`src/sv/hhu_pkg.sv`:
```
// ----------------------------------------------------------------------------
// hhu_pkg: shared types and constants of the Huffman header unpacker
// Field widths, field phase codes and the leaf result word.
// ----------------------------------------------------------------------------
`default_nettype none

package hhu_pkg;

	// Field widths of one input and one result word
	localparam int BYTE_W    = 8;
	localparam int SYMBOL_W  = 9;
	localparam int CODE_LEN_W = 3;
	localparam int CODE_W    = 7;
	localparam int LEFT_W    = 4;

	// Bits in the symbol field: normal leaf and final leaf
	localparam logic [LEFT_W-1:0] SYM_BITS      = 4'd8;
	localparam logic [LEFT_W-1:0] SYM_LAST_BITS = 4'd9;

	// Field phase codes
	localparam logic [1:0] PH_SYMBOL = 2'd0;
	localparam logic [1:0] PH_LENGTH = 2'd1;
	localparam logic [1:0] PH_CODE   = 2'd2;

	// One finished leaf
	typedef struct packed {
		logic [SYMBOL_W-1:0]   symbol;
		logic [CODE_LEN_W-1:0] code_length;
		logic [CODE_W-1:0]     code;
		logic                  last_entry;
	} leaf_t;

endpackage

`default_nettype wire

```
`src/sv/hhu_if.sv`:
```
// ----------------------------------------------------------------------------
// hhu_if: valid/ready channels of the Huffman header unpacker
// Header byte channel and leaf result channel.
// ----------------------------------------------------------------------------
`default_nettype none

interface hhu_hdr_if;
	logic                         valid;
	logic                         ready;
	logic [hhu_pkg::BYTE_W-1:0]   header_byte;
	logic                         start_header;

	modport source (output valid, header_byte, start_header, input ready);
	modport sink   (input valid, header_byte, start_header, output ready);
endinterface

interface hhu_leaf_if;
	logic                             valid;
	logic                             ready;
	logic [hhu_pkg::SYMBOL_W-1:0]     symbol;
	logic [hhu_pkg::CODE_LEN_W-1:0]   code_length;
	logic [hhu_pkg::CODE_W-1:0]       code;
	logic                             last_entry;

	modport source (output valid, symbol, code_length, code, last_entry, input ready);
	modport sink   (input valid, symbol, code_length, code, last_entry, output ready);
endinterface

`default_nettype wire

```
`src/sv/huffman_header_unpacker.sv`:
```
// A taken header word is parsed from the input register into the result register
// once that register is empty or its leaf is taken. Throughput: one word per
//   cycle while no leaf waits; the eight bits of a word are parsed in one pass,
//   at most one leaf per word. The input stalls only while a finished leaf waits.
// Reset (arst_n low): parser idle, data words ignored until a start word.
// ----------------------------------------------------------------------------
// huffman_header_unpacker: Huffman code table header parser
// Splits header bytes into symbol, code length and code fields, MSB first,
// and gives one result word per finished leaf.
// ----------------------------------------------------------------------------
`default_nettype none

module huffman_header_unpacker #(
	parameter int LENGTH_FIELD_BITS = 3
) (
	input  wire        clk,
	input  wire        arst_n,
	hhu_hdr_if.sink    hdr,
	hhu_leaf_if.source leaf
);

	localparam int LW = hhu_pkg::LEFT_W;

	// Input register
	logic                          valid_s1;
	logic [hhu_pkg::BYTE_W-1:0]    byte_s1;
	logic                          start_s1;

	// Parser state
	logic [1:0]                    phase_q;
	logic [LW-1:0]                 left_q;
	logic [7:0]                    found_q;
	logic [7:0]                    total_q;
	logic [hhu_pkg::SYMBOL_W-1:0]  sym_q;
	logic [LENGTH_FIELD_BITS-1:0]  len_q;
	logic [hhu_pkg::CODE_W-1:0]    code_q;
	logic                          done_q;

	// Result register
	logic                          valid_s2;
	hhu_pkg::leaf_t                leaf_s2;

	// Next state
	logic [1:0]                    n_phase;
	logic [LW-1:0]                 n_left;
	logic [7:0]                    n_found;
	logic [7:0]                    n_total;
	logic [hhu_pkg::SYMBOL_W-1:0]  n_sym;
	logic [LENGTH_FIELD_BITS-1:0]  n_len;
	logic [hhu_pkg::CODE_W-1:0]    n_code;
	logic                          n_done;
	logic                          res_v;
	hhu_pkg::leaf_t                res;
	logic                          advance;

	assign advance   = valid_s1 && (!valid_s2 || leaf.ready);
	assign hdr.ready = !valid_s1 || advance;

	// Input register
	always_ff @(posedge clk or negedge arst_n) begin
		if (!arst_n) begin
			valid_s1 <= 1'b0;
		end else if (hdr.ready) begin
			valid_s1 <= hdr.valid;
		end
	end

	always_ff @(posedge clk) begin
		if (hdr.valid && hdr.ready) begin
			byte_s1  <= hdr.header_byte;
			start_s1 <= hdr.start_header;
		end
	end

	// Bit walk over one word, MSB first
	always_comb begin
		logic b;
		logic leaf_end;
		n_phase = phase_q;
		n_left  = left_q;
		n_found = found_q;
		n_total = total_q;
		n_sym   = sym_q;
		n_len   = len_q;
		n_code  = code_q;
		n_done  = done_q;
		res_v   = 1'b0;
		res     = '0;
		b        = 1'b0;
		leaf_end = 1'b0;
		if (start_s1) begin
			// Start word: leaf count, restart parsing
			n_total = byte_s1;
			n_found = 8'd0;
			n_done  = (byte_s1 == 8'd0);
			n_phase = hhu_pkg::PH_SYMBOL;
			n_left  = (byte_s1 == 8'd1) ? hhu_pkg::SYM_LAST_BITS : hhu_pkg::SYM_BITS;
			n_sym   = '0;
			n_len   = '0;
			n_code  = '0;
		end else begin
			for (int pos = 7; pos >= 0; pos--) begin
				if (!n_done) begin
					b        = byte_s1[3'(pos)];
					leaf_end = 1'b0;
					unique case (n_phase)
						hhu_pkg::PH_SYMBOL: begin
							n_sym  = {n_sym[hhu_pkg::SYMBOL_W-2:0], b};
							n_left = n_left - 1'b1;
							if (n_left == '0) begin
								n_phase = hhu_pkg::PH_LENGTH;
								n_left  = LW'(LENGTH_FIELD_BITS);
							end
						end
						hhu_pkg::PH_LENGTH: begin
							n_len  = {n_len[LENGTH_FIELD_BITS-2:0], b};
							n_left = n_left - 1'b1;
							if (n_left == '0) begin
								n_phase = hhu_pkg::PH_CODE;
								n_left  = LW'(n_len);
								leaf_end = (n_len == '0);
							end
						end
						hhu_pkg::PH_CODE: begin
							n_code = {n_code[hhu_pkg::CODE_W-2:0], b};
							if (n_left != '0) begin
								n_left = n_left - 1'b1;
							end
							leaf_end = (n_left == '0);
						end
						default: begin
						end
					endcase
					// Leaf finished: emit and open the next one
					if (leaf_end) begin
						n_found          = n_found + 8'd1;
						res_v            = 1'b1;
						res.symbol       = n_sym;
						res.code_length  = n_len[hhu_pkg::CODE_LEN_W-1:0];
						res.code         = n_code;
						res.last_entry   = (n_found == n_total);
						if (n_found == n_total) begin
							n_done = 1'b1;
						end else begin
							n_phase = hhu_pkg::PH_SYMBOL;
							n_left  = ((n_found + 8'd1) == n_total) ?
								hhu_pkg::SYM_LAST_BITS : hhu_pkg::SYM_BITS;
							n_sym   = '0;
							n_len   = '0;
							n_code  = '0;
						end
					end
				end
			end
		end
	end

	// Parser state update
	always_ff @(posedge clk or negedge arst_n) begin
		if (!arst_n) begin
			phase_q <= hhu_pkg::PH_SYMBOL;
			left_q  <= '0;
			found_q <= '0;
			total_q <= '0;
			sym_q   <= '0;
			len_q   <= '0;
			code_q  <= '0;
			done_q  <= 1'b1;
		end else if (advance) begin
			phase_q <= n_phase;
			left_q  <= n_left;
			found_q <= n_found;
			total_q <= n_total;
			sym_q   <= n_sym;
			len_q   <= n_len;
			code_q  <= n_code;
			done_q  <= n_done;
		end
	end

	// Result register
	always_ff @(posedge clk or negedge arst_n) begin
		if (!arst_n) begin
			valid_s2 <= 1'b0;
		end else begin
			if (valid_s2 && leaf.ready) begin
				valid_s2 <= 1'b0;
			end
			if (advance && res_v) begin
				valid_s2 <= 1'b1;
			end
		end
	end

	always_ff @(posedge clk) begin
		if (advance && res_v) begin
			leaf_s2 <= res;
		end
	end

	assign leaf.valid       = valid_s2;
	assign leaf.symbol      = leaf_s2.symbol;
	assign leaf.code_length = leaf_s2.code_length;
	assign leaf.code        = leaf_s2.code;
	assign leaf.last_entry  = leaf_s2.last_entry;

endmodule

`default_nettype wire

```
`src/flat_wrapper.sv`:
```
// flat-port wrapper written by rule: the top's interface ports become plain ports
module huffman_header_unpacker_flat 
#(
	parameter int LENGTH_FIELD_BITS = 3
)
  (clk, arst_n, hdr_valid, hdr_header_byte, hdr_start_header, hdr_ready, leaf_valid, leaf_symbol, leaf_code_length, leaf_code, leaf_last_entry, leaf_ready);
  hhu_hdr_if hdr_i ();
  hhu_leaf_if leaf_i ();
  input  wire clk;
  input  wire arst_n;
  input wire logic [$bits(hdr_i.valid)-1:0] hdr_valid;
  input wire logic [$bits(hdr_i.header_byte)-1:0] hdr_header_byte;
  input wire logic [$bits(hdr_i.start_header)-1:0] hdr_start_header;
  output wire logic [$bits(hdr_i.ready)-1:0] hdr_ready;
  output wire logic [$bits(leaf_i.valid)-1:0] leaf_valid;
  output wire logic [$bits(leaf_i.symbol)-1:0] leaf_symbol;
  output wire logic [$bits(leaf_i.code_length)-1:0] leaf_code_length;
  output wire logic [$bits(leaf_i.code)-1:0] leaf_code;
  output wire logic [$bits(leaf_i.last_entry)-1:0] leaf_last_entry;
  input wire logic [$bits(leaf_i.ready)-1:0] leaf_ready;
  assign hdr_i.valid = hdr_valid;
  assign hdr_i.header_byte = hdr_header_byte;
  assign hdr_i.start_header = hdr_start_header;
  assign hdr_ready = hdr_i.ready;
  assign leaf_valid = leaf_i.valid;
  assign leaf_symbol = leaf_i.symbol;
  assign leaf_code_length = leaf_i.code_length;
  assign leaf_code = leaf_i.code;
  assign leaf_last_entry = leaf_i.last_entry;
  assign leaf_i.ready = leaf_ready;
  huffman_header_unpacker #(.LENGTH_FIELD_BITS(LENGTH_FIELD_BITS)) u_core (.clk(clk), .arst_n(arst_n), .hdr(hdr_i), .leaf(leaf_i));
endmodule
```
`config.mk`:
```
export PLATFORM = sky130hd
export DESIGN_NAME = huffman_header_unpacker_flat
export DESIGN_NICKNAME = d
export VERILOG_FILES = /design/src/sv/hhu_pkg.sv /design/src/sv/hhu_if.sv /design/src/sv/huffman_header_unpacker.sv /design/src/flat_wrapper.sv
export SDC_FILE = /design/constraint.sdc
export NUM_CORES = 1
export LEC_CHECK = 0
export ABC_AREA = 1
export BUFFER_PORTS_ARGS = -buffer_cell sky130_fd_sc_hd__buf_2
export CAP_MARGIN = 20
export CORE_MARGIN = 5
export CORE_UTILIZATION = 40
export DETAILED_ROUTE_END_ITERATION = 16
export HOLD_SLACK_MARGIN = 0.05
export SETUP_SLACK_MARGIN = 0.5
export SLEW_MARGIN = 20
export SYNTH_ARGS = -nofsm -noshare
export SYNTH_HDL_FRONTEND = slang
export SYNTH_SLANG_ARGS = --single-unit
export TNS_END_PERCENT = 30
```
`constraint.sdc`:
```
create_clock -name clk -period 17.5 [get_ports clk]
set_clock_uncertainty 0.2 [all_clocks]
set_input_delay 1.75 -clock clk [delete_from_list [all_inputs] [get_ports clk]]
set_output_delay 1.75 -clock clk [all_outputs]
set_load 0.03 [all_outputs]
```
---- After elaboration in Yosys (flattened, before gate mapping) ----
Cells that the tools add are included.
storage, ports and cells
  memories ................................ 0
  bits in latches ......................... 0
  input bits .............................. 13
  output and inout port bits .............. 22
  word-level logic and storage cells ...... 536
  bits in registers ....................... 73
  ROM bits ................................ 0
  RAM bits ................................ 0
cells by class
  add/subtract/negate cells ............... 24
  bitwise operators ....................... 0
  equal/unequal tests ..................... 33
  magnitude comparators ................... 0
  shift operators ......................... 0
  reductions and logical operators ........ 51
  divide/modulo/power cells ............... 0
  muxes and demuxes ....................... 412
  multipliers ............................. 0
operators by type and width
  kind                                                                number
  9-bit 2-to-1 mux                                                    45
  20-bit 2-to-1 mux                                                   17
  4-bit 2-to-1 mux                                                    80
  7-bit 2-to-1 mux                                                    45
  8-bit 2-to-1 mux                                                    24
  3-bit 2-to-1 mux                                                    43
  8-bit by 1-bit adder with 8-bit output, second input constant       16
  8-bit == test                                                       16
  2-bit 2-to-1 mux                                                    48
  4-bit one-hot mux with 3 select lines                               8
  1-bit 2-to-1 mux                                                    86
  4-bit zero test                                                     16
  2-bit one-hot mux with 2 select lines                               8
  4-bit nonzero test                                                  8
  4-bit by 1-bit subtractor with 4-bit output, second input constant  8
  3-bit zero test                                                     8
  2-bit by 1-bit == test with 1-bit output, second input constant     8
  2-bit == test, second input constant                                8
  2-bit zero test                                                     8
  1-bit one-hot mux with 2 select lines                               8
  8-bit by 1-bit == test with 1-bit output, second input constant     1
  8-bit zero test                                                     1
  1-bit logical AND                                                   4
  1-bit zero test                                                     2
  3 further kinds                                                     4

---- Depth between registers and ports, before layout ----
Gate-level depths: netlist of run 1.
  depth in word-level cells ............... 98
  gate-level depth with buffers ........... 118
  depth with buffers taken out ............ 117

---- Worst setup path after synthesis of run 1 ----
No wires, ideal clock.
  kind .................................... flip-flop to flip-flop
  start point ............................. register u_core.found_q[0]
  end point ............................... register u_core.leaf_s2, in the netlist u_core.leaf.code[0], enable pin
  cell stages (with the launch flop) ...... 99
  slack ................................... 4.361 ns
  setup time .............................. 0.397 ns
  clock period less this slack ............ 13.139 ns
  arrival ................................. 12.542 ns
  data required time ...................... 16.903 ns
  buffers on the path ..................... 3
  cells stage by stage .................... dfrtp_1 inv_1 ha_1 xor2_1 nand2_1 nor2_1 nand2_1 nor2_1 nand3_2 nand2_4 nor2_1 nand2_1 nand2_1 nand2_2 ha_1 nand3_1 nor2_2 nand2_1 (+63 left out) nand2_2 nor2_4 nand2_1 nand3_2 nand2_2 inv_2 ha_1 nand3_1 clkinv_1 nand2_1 o21ai_0 nand3_2 a21oi_4 nand2_4 buf_6 nand4_1 inv_2 nor2_1
between the ends
  longest elaborated chain between the ends .. 93
  elaborated cells on any way between the ends .. 338
  classes of those cells .................. 21 x add/sub; 28 x eq/ne; 254 x mux; 35 x reduce/logical
ends and longest elaborated chain
  what                                                                                             RTL line                        RTL
  from (decl)                                                                                      huffman_header_unpacker.sv:32   logic [7:0] found_q;
  from (signal assigned)                                                                           huffman_header_unpacker.sv:172  found_q <= n_found;
  parallel branches: the longest is 90 deep, another holds 8-bit by 1-bit adder with 8-bit output  n/a
  1-bit 2-to-1 mux (*)                                                                             huffman_header_unpacker.sv:103  if (!n_done) begin
  1-bit 2-to-1 mux (*)                                                                             huffman_header_unpacker.sv:91   if (start_s1) begin
  1-bit logical AND (*)                                                                            huffman_header_unpacker.sv:196  if (advance && res_v) begin
  to (signal assigned)                                                                             huffman_header_unpacker.sv:197  leaf_s2 <= res;
  to (decl)                                                                                        huffman_header_unpacker.sv:41   hhu_pkg::leaf_t leaf_s2;
Mark *: on every way between the ends. The select of a mux whose other input is x is not followed.
A chain may end at the register's enable or synchronous reset.

---- Worst setup path after layout of run 1 ----
  start point ............................. register u_core.found_q[0]
  end point ............................... register u_core.leaf_s2, in the netlist u_core.leaf.code_length[2], data pin
between the ends
  longest elaborated chain between the ends .. 91
  elaborated cells on any way between the ends .. 336
  classes of those cells .................. 21 x add/sub; 28 x eq/ne; 253 x mux; 34 x reduce/logical
ends and longest elaborated chain
  what                                                                                             RTL line
  parallel branches: the longest is 90 deep, another holds 8-bit by 1-bit adder with 8-bit output  n/a
  20-bit 2-to-1 mux (*)                                                                            huffman_header_unpacker.sv:103
Marked as above.

==> flow_summary.ini, run 1 <==
[status]
status = finished clean

[die]
fp.dieH_um = 220
core_area_um2 = 43900
initial_utilization_pct = 40.1
die_area_um2 = 48400
die-width_um = 220
design.portCount = 35
std_cell_rows = 77

[critical_path]
worst-path-max-fanout = 42
worst_setup_path_end_kind = flop
crit-reg2reg-capture = u_core.leaf.code_length[2]
critical_path_depth = 98
worst-r2r-cell-count = 98
r2r_slack_ns = 1.77
worstSetupEndpoint = u_core.leaf.code_length[2]
timing_worst_setup_path_type = reg2reg
timing.critical_path.mode_cell = nand2_1
timing.critical_path.from = u_core.found_q[0]
worst_path_largest_cell_delay_ns = 0.48
cp_bufs_invs = 16
critPathLaunchType = flop
critical_path_data_required_time_ns = 17.38
critical-path-slowest-cell = dfrtp_1
arrival_ns = 15.61
timing.critical_path.max_delay_family = simple AND/OR/NAND/NOR gates
regToRegStartpoint = u_core.found_q[0]

[grt]
grt_first_pass_wirelength_um = 106000
grt_antenna_before_repair = 0
grt_max_degree = 45
gr-total-overflow = 0
first_global_vias = 19200
globalRouteTotalUtil_pct = 27.5

[drt]
routed_wire_length_per_instance_um = 18.3
drcViolationCount = 0
final_antenna_net_count = 0
drt_iter0_drc = 2422
drt_first_pass_iters = 9
finalWirelength_um = 69100
avgViaCountPerCell = 5.68
via_count = 21400

[cts]
ctsLongestPathBuffers = 2
clkSinkCount = 73
cts-buffers-inserted = 9
clockRootBuffer = clkbuf_16
clk_pin_slew_ns = 0.06
cts_hold_buffers = 0
cts_tree = yes
cts-htree-levels = 3
insertion_delay_ns = 0.38

[timing]
final-hold-violation-count = 0
slew_viol_final = 0
rsz0062_at_grt = false
post-route-period-util_pct = 89.9
setup-violations-final = 0
achievable_frequency_mhz = 63.6
worst_slew_margin_rel_pct = 22.0
post-route-min-period_ns = 15.73
transition_time_of_the_tightest_slew_check_pin_ns = 1.16
setup-tns-final_ns = 0

[final_layout]
regArea_um2 = 1970
synthToLayoutAreaGrowth_pct = 4.95
layout.nets = 3254
layout-drive-gt1-share_pct = 10.3
antenna_cells = 0
area_used_by_multi_input_combinational_logic_um2 = 13400
fillerInstances = 4974

[synthesis]
synthesis.area_per_instance_um2 = 5.48
largest_family_of_logic_cells_by_synthesized_area = simple AND/OR/NAND/NOR gates
synthMuxAreaShare_pct = 3.02
sequential_share_of_the_synthesized_area_pct = 11.2
syn-instance-count = 3217
post_synthesis_cell_type_with_the_largest_combined_area = nand2_1
number_of_distinct_standard_cells_referenced_by_the_synthesized_netlist = 61
synth_top_area_share_pct = 21.5
dominantRegCellSynth = dfrtp_1
yosysWarningCount = 0
syn-cell-area_um2 = 17600
yosys.area_share.simple_pct = 48.4
synthesis.nets = 3294
synth_fa_ha_area_share_pct = 4.54
synth_enable_flop_cells = 29
yosys_register_bits = 73
synth_xor_xnor_area_share_pct = 1.13
synth-async-reset-ratio_pct = 60.3
synth.area.top_cells = nand2_1 (21%), nand3_1 (10%), o21ai_0 (8.2%)
synth_compound_gate_area_share_pct = 18.2

[hold_path]
min-delay-path-class = reg2reg
timing.hold.worst.start = u_core.byte_s1[4]

[flow_run]
drv_cap = 0

[placed_design]
dp_hpwl_um = 54400
port-buffer-count = 34
gp_routability_congestion = 1.02
==> cell families after synthesis <==
family | count (synthesis)
compound gates | 564
xor+xnor | 21
fa+ha+maj | 64
buf+inv | 549
flops | 73
mux | 53
simple gates | 1893
==> how the worst min path moves through the flow <==
stage                        endpoint  cells past startpoint
floorplan            u_core.left_q[1]                      2
global placement    u_core.total_q[4]                      2
detailed placement  u_core.total_q[4]                      2
CTS                 u_core.total_q[4]                      2
global route        u_core.total_q[5]                      2
finish              u_core.total_q[4]                      2
==> layout by cell type (no fill, tap or decap), drive strengths merged, types with 13 or more instances in the layout <==
cell | netlist | final
o31ai | 18 | 18
clkinv | 10 | 13
dfrtp | 43 | 43
o21ai | 329 | 329
inv | 411 | 410
a211oi | 15 | 15
nor2 | 272 | 272
mux2i | 52 | 52
o22ai | 50 | 50
xor2 | 15 | 15
ha | 64 | 64
nor3 | 14 | 14
nand3 | 387 | 390
a31oi | 17 | 17
edfxtp | 29 | 29
buf | 62 | 74
nand4 | 102 | 102
clkbuf | 59 | 13
a21oi | 96 | 96
nand2 | 1097 | 1097
==> metrics by stage <==
step | utilization, % | cell area [um^2] | instances | setup WS [ns] | hold slack, ns
floorplan | - | 17600 | 3217 | 4.36 | 0.293
global placement | 41.0 | 18000 | 3747 | 0.971 | 0.331
detailed placement | 41.0 | 18000 | 3747 | 0.831 | 0.328
CTS | 41.7 | 18300 | 3763 | 0.719 | 0.359
global route | 42.1 | 18500 | 3774 | 0.478 | 0.395
finish | 42.1 | 18500 | 3774 | 1.77 | 0.360
==> repair_timing <==
item	in CTS	in global routing
resized for setup	0	17
setup endpoints to repair	0	75
setup buffers	0	8
endpoints found under the hold margin	0	0
==> cell usage after synthesis (21+ instances only) <==
| cell | count |
|---|---|
| o21ai_0 | 288 |
| nand2_1 | 1009 |
| a21oi_1 | 90 |
| mux2i_1 | 52 |
| nand3_1 | 361 |
| nor2_2 | 23 |
| nand4_1 | 97 |
| nor2_1 | 240 |
| o21ai_1 | 34 |
| edfxtp_1 | 29 |
| clkbuf_1 | 52 |
| inv_2 | 41 |
| nand3_2 | 21 |
| ha_1 | 64 |
| nand2_2 | 74 |
| dfrtp_1 | 43 |
| o22ai_1 | 50 |
| buf_2 | 23 |
| inv_1 | 369 |
==> routing by layer <==
| layer | vias up | global-route usage [%] | wire [um] |
|---|---|---|---|
| met5 | - | 0 | 0 |
| met4 | 0 | 13.4 | 3930 |
| met3 | 225 | 3.65 | 5360 |
| met2 | 982 | 44.4 | 30600 |
| met1 | 9673 | 36.1 | 29200 |
| li1 | 10500 | - | - |
==> tightest hold or removal path, cell delays in order (launching register included) <==
cell and delay (ns):
edfxtp_1 0.36, nor2_1 0.06, a21oi_1 0.10
==> flip-flops by register name, indices dropped and copies added (netlist names), 2 cells and up <==
name                     flops
u_core.found_q               8
u_core.sym_q                 9
u_core.leaf.code             7
u_core.leaf.symbol           9
u_core.total_q               8
u_core.code_q                7
u_core.len_q                 3
u_core.leaf.code_length      3
u_core.phase_q               2
u_core.left_q                4
u_core.byte_s1               8
==> layout make-up <==
| type | instances | share of cell area [%] |
|---|---|---|
| Clock buffer | 13 | 1.64 |
| Clock inverter | 3 | 0.135 |
| Inverter | 421 | 8.57 |
| Multi-Input combinational cell | 2598 | 72.5 |
| Sequential cell | 73 | 10.7 |
| Tap cell | 592 | 4.00 |
| Timing Repair Buffer | 74 | 2.54 |
Power of run 1 is not shown: default switching activity piles up to over one toggle a cycle in this logic, so the estimate is an artifact.
==> run 2, diff against run 1 <==
--- a/config.mk
+++ b/config.mk
@@ -10,8 +10,10 @@
 export CAP_MARGIN = 20
 export CORE_MARGIN = 5
 export CORE_UTILIZATION = 40
+export CTS_CLUSTER_SIZE = 25
 export DETAILED_ROUTE_END_ITERATION = 16
 export HOLD_SLACK_MARGIN = 0.05
+export MAX_ROUTING_LAYER = met4
 export SETUP_SLACK_MARGIN = 0.5
 export SLEW_MARGIN = 20
 export SYNTH_ARGS = -nofsm -noshare
==> constraint.sdc (replaced) <==
create_clock -name clk -period 19.3 [get_ports clk]
set_clock_uncertainty 0.2 [all_clocks]
set_input_delay 1.93 -clock clk [delete_from_list [all_inputs] [get_ports clk]]
set_output_delay 1.93 -clock clk [all_outputs]
set_load 0.03 [all_outputs]
==> flow_summary.ini, run 2 (same netlist as run 1, synthesis figures left out) <==
[status]
status = finished clean

[timing]
final-hold-violation-count = 0
transition_time_of_the_tightest_slew_check_pin_ns = 1.21
worst_slew_margin_rel_pct = 18.3
timing.final.ws_setup_ns = 2.28
slew_viol_final = 0
achievable_frequency_mhz = 58.8
setup-tns-final_ns = 0
post-route-min-period_ns = 17.02
setup-violations-final = 0
rsz0062_at_grt = false
post-route-period-util_pct = 88.2

[cts]
clkSinkCount = 73
clk_pin_slew_ns = 0.06
ctsLongestPathBuffers = 2
cts_tree = yes
clockRootBuffer = clkbuf_16
number_of_setup_buffers_added_after_cts = 0
cts-htree-levels = 3
insertion_delay_ns = 0.37
cts-buffers-inserted = 9

[placed_design]
pre_cts_slack_ns = 1.85
dp_hpwl_um = 53600
gp_routability_congestion = 1.05
port-buffer-count = 34

[critical_path]
critical_path_data_required_time_ns = 19.10
worst-path-max-fanout = 49
critical-path-slowest-cell = nor2_4
worst_setup_path_end_kind = flop
worst-r2r-cell-count = 90
timing.critical_path.mode_cell = nand2_1
critPathLaunchType = flop
regToRegStartpoint = u_core.left_q[0]
timing_worst_setup_path_type = reg2reg
arrival_ns = 16.82
worst_path_largest_cell_delay_ns = 0.45
timing.critical_path.from = u_core.left_q[0]

[final_layout]
synthToLayoutAreaGrowth_pct = 3.58
layout-drive-gt1-share_pct = 9.58
antenna_cells = 0
regArea_um2 = 1970
mostFrequentLayoutCells = nand2_1 (1,009), inv_1 (369), nand3_1 (361)
final_common_cell = nand2_1
area_used_by_multi_input_combinational_logic_um2 = 13300
layout.nets = 3235
fillerInstances = 4976

[die]
core_area_um2 = 43900
die-width_um = 220
die_area_um2 = 48400
design.portCount = 35
fp.dieH_um = 220
initial_utilization_pct = 40.1
std_cell_rows = 77

[drt]
drt_first_pass_iters = 6
via_count = 21100
routed_wire_length_per_instance_um = 17.9
drt_iter0_drc = 2196
final_antenna_net_count = 0
drcViolationCount = 0
finalWirelength_um = 67300
avgViaCountPerCell = 5.62

[grt]
global_route.peak_usage_layer = met2
grt_first_pass_wirelength_um = 105000
grt_antenna_before_repair = 0
use_met2_pct = 42.4
global_route.usage.met3_pct = 3.27
globalRouteTotalUtil_pct = 27.9
first_global_vias = 19000
met1_usage_pct = 36.9
grt_max_degree = 50
gr-total-overflow = 0

[hold_path]
timing.hold.worst.start = u_core.left_q[1]
min-delay-path-class = reg2reg
min_path_cells = 2

[flow_run]
drv_cap = 0
## run 2: cell count changes in the layout (fill, tap and decap cells not counted), sizes merged
| cell | change |
|---|---|
| buf | -17 |
| clkinv | -2 |
| nand3 | -2 |
| inv | +2 |
## run 2: cell type report
| cell class | instances | share of cell area [%] |
|---|---|---|
| multi-input combinational | 2596 | 73.0 |
| sequential | 73 | 10.8 |
| inverter | 421 | 8.67 |
| tap | 592 | 4.06 |
| timing repair buffer | 57 | 1.88 |
| clock buffer | 13 | 1.49 |
| clock inverter | 3 | 0.116 |
## run 2: through the flow
stage               cells  area (um^2)  utilization [%]  hold WS [ns]
floorplan            3217        17600                -         0.293
finish               3755        18300             41.6         0.349
global route         3755        18300             41.6         0.392
global placement     3738        17900             40.8         0.335
detailed placement   3738        17900             40.8         0.335
CTS                  3754        18200             41.5         0.353
## run 2: worst paths after layout
path | end | slack [ns]
max in group asynchronous | u_core.total_q[5] | 16.96
min in group asynchronous | u_core.total_q[2] | 1.49
max | u_core.leaf.code[1] | 2.28
min | u_core.left_q[1] | 0.35
max reg2reg | u_core.leaf.code[1] | 2.28
min reg2reg | u_core.left_q[1] | 0.35
## run 2: worst max-delay path, delay by kind of cell (launching register included)
kind | cells | cell delay, ns
buf+inv | 16 | 2.22
compound gates | 8 | 1.29
xor+xnor | 3 | 0.76
simple gates | 56 | 9.80
fa+ha+maj | 7 | 1.86
flops | 1 | 0.43
## run 2: timing repair
item	CTS	global route
hold buffers	0	0
gates resized for setup	0	3
endpoints found under the setup margin	0	34
## run 2: layer usage
layer	share of wire, %	routed length [um]
met5	0	0
met4	5.9	3970
met3	7.6	5130
met2	43	29300
met1	43	29000
Power of run 2 is left out for the same reason.
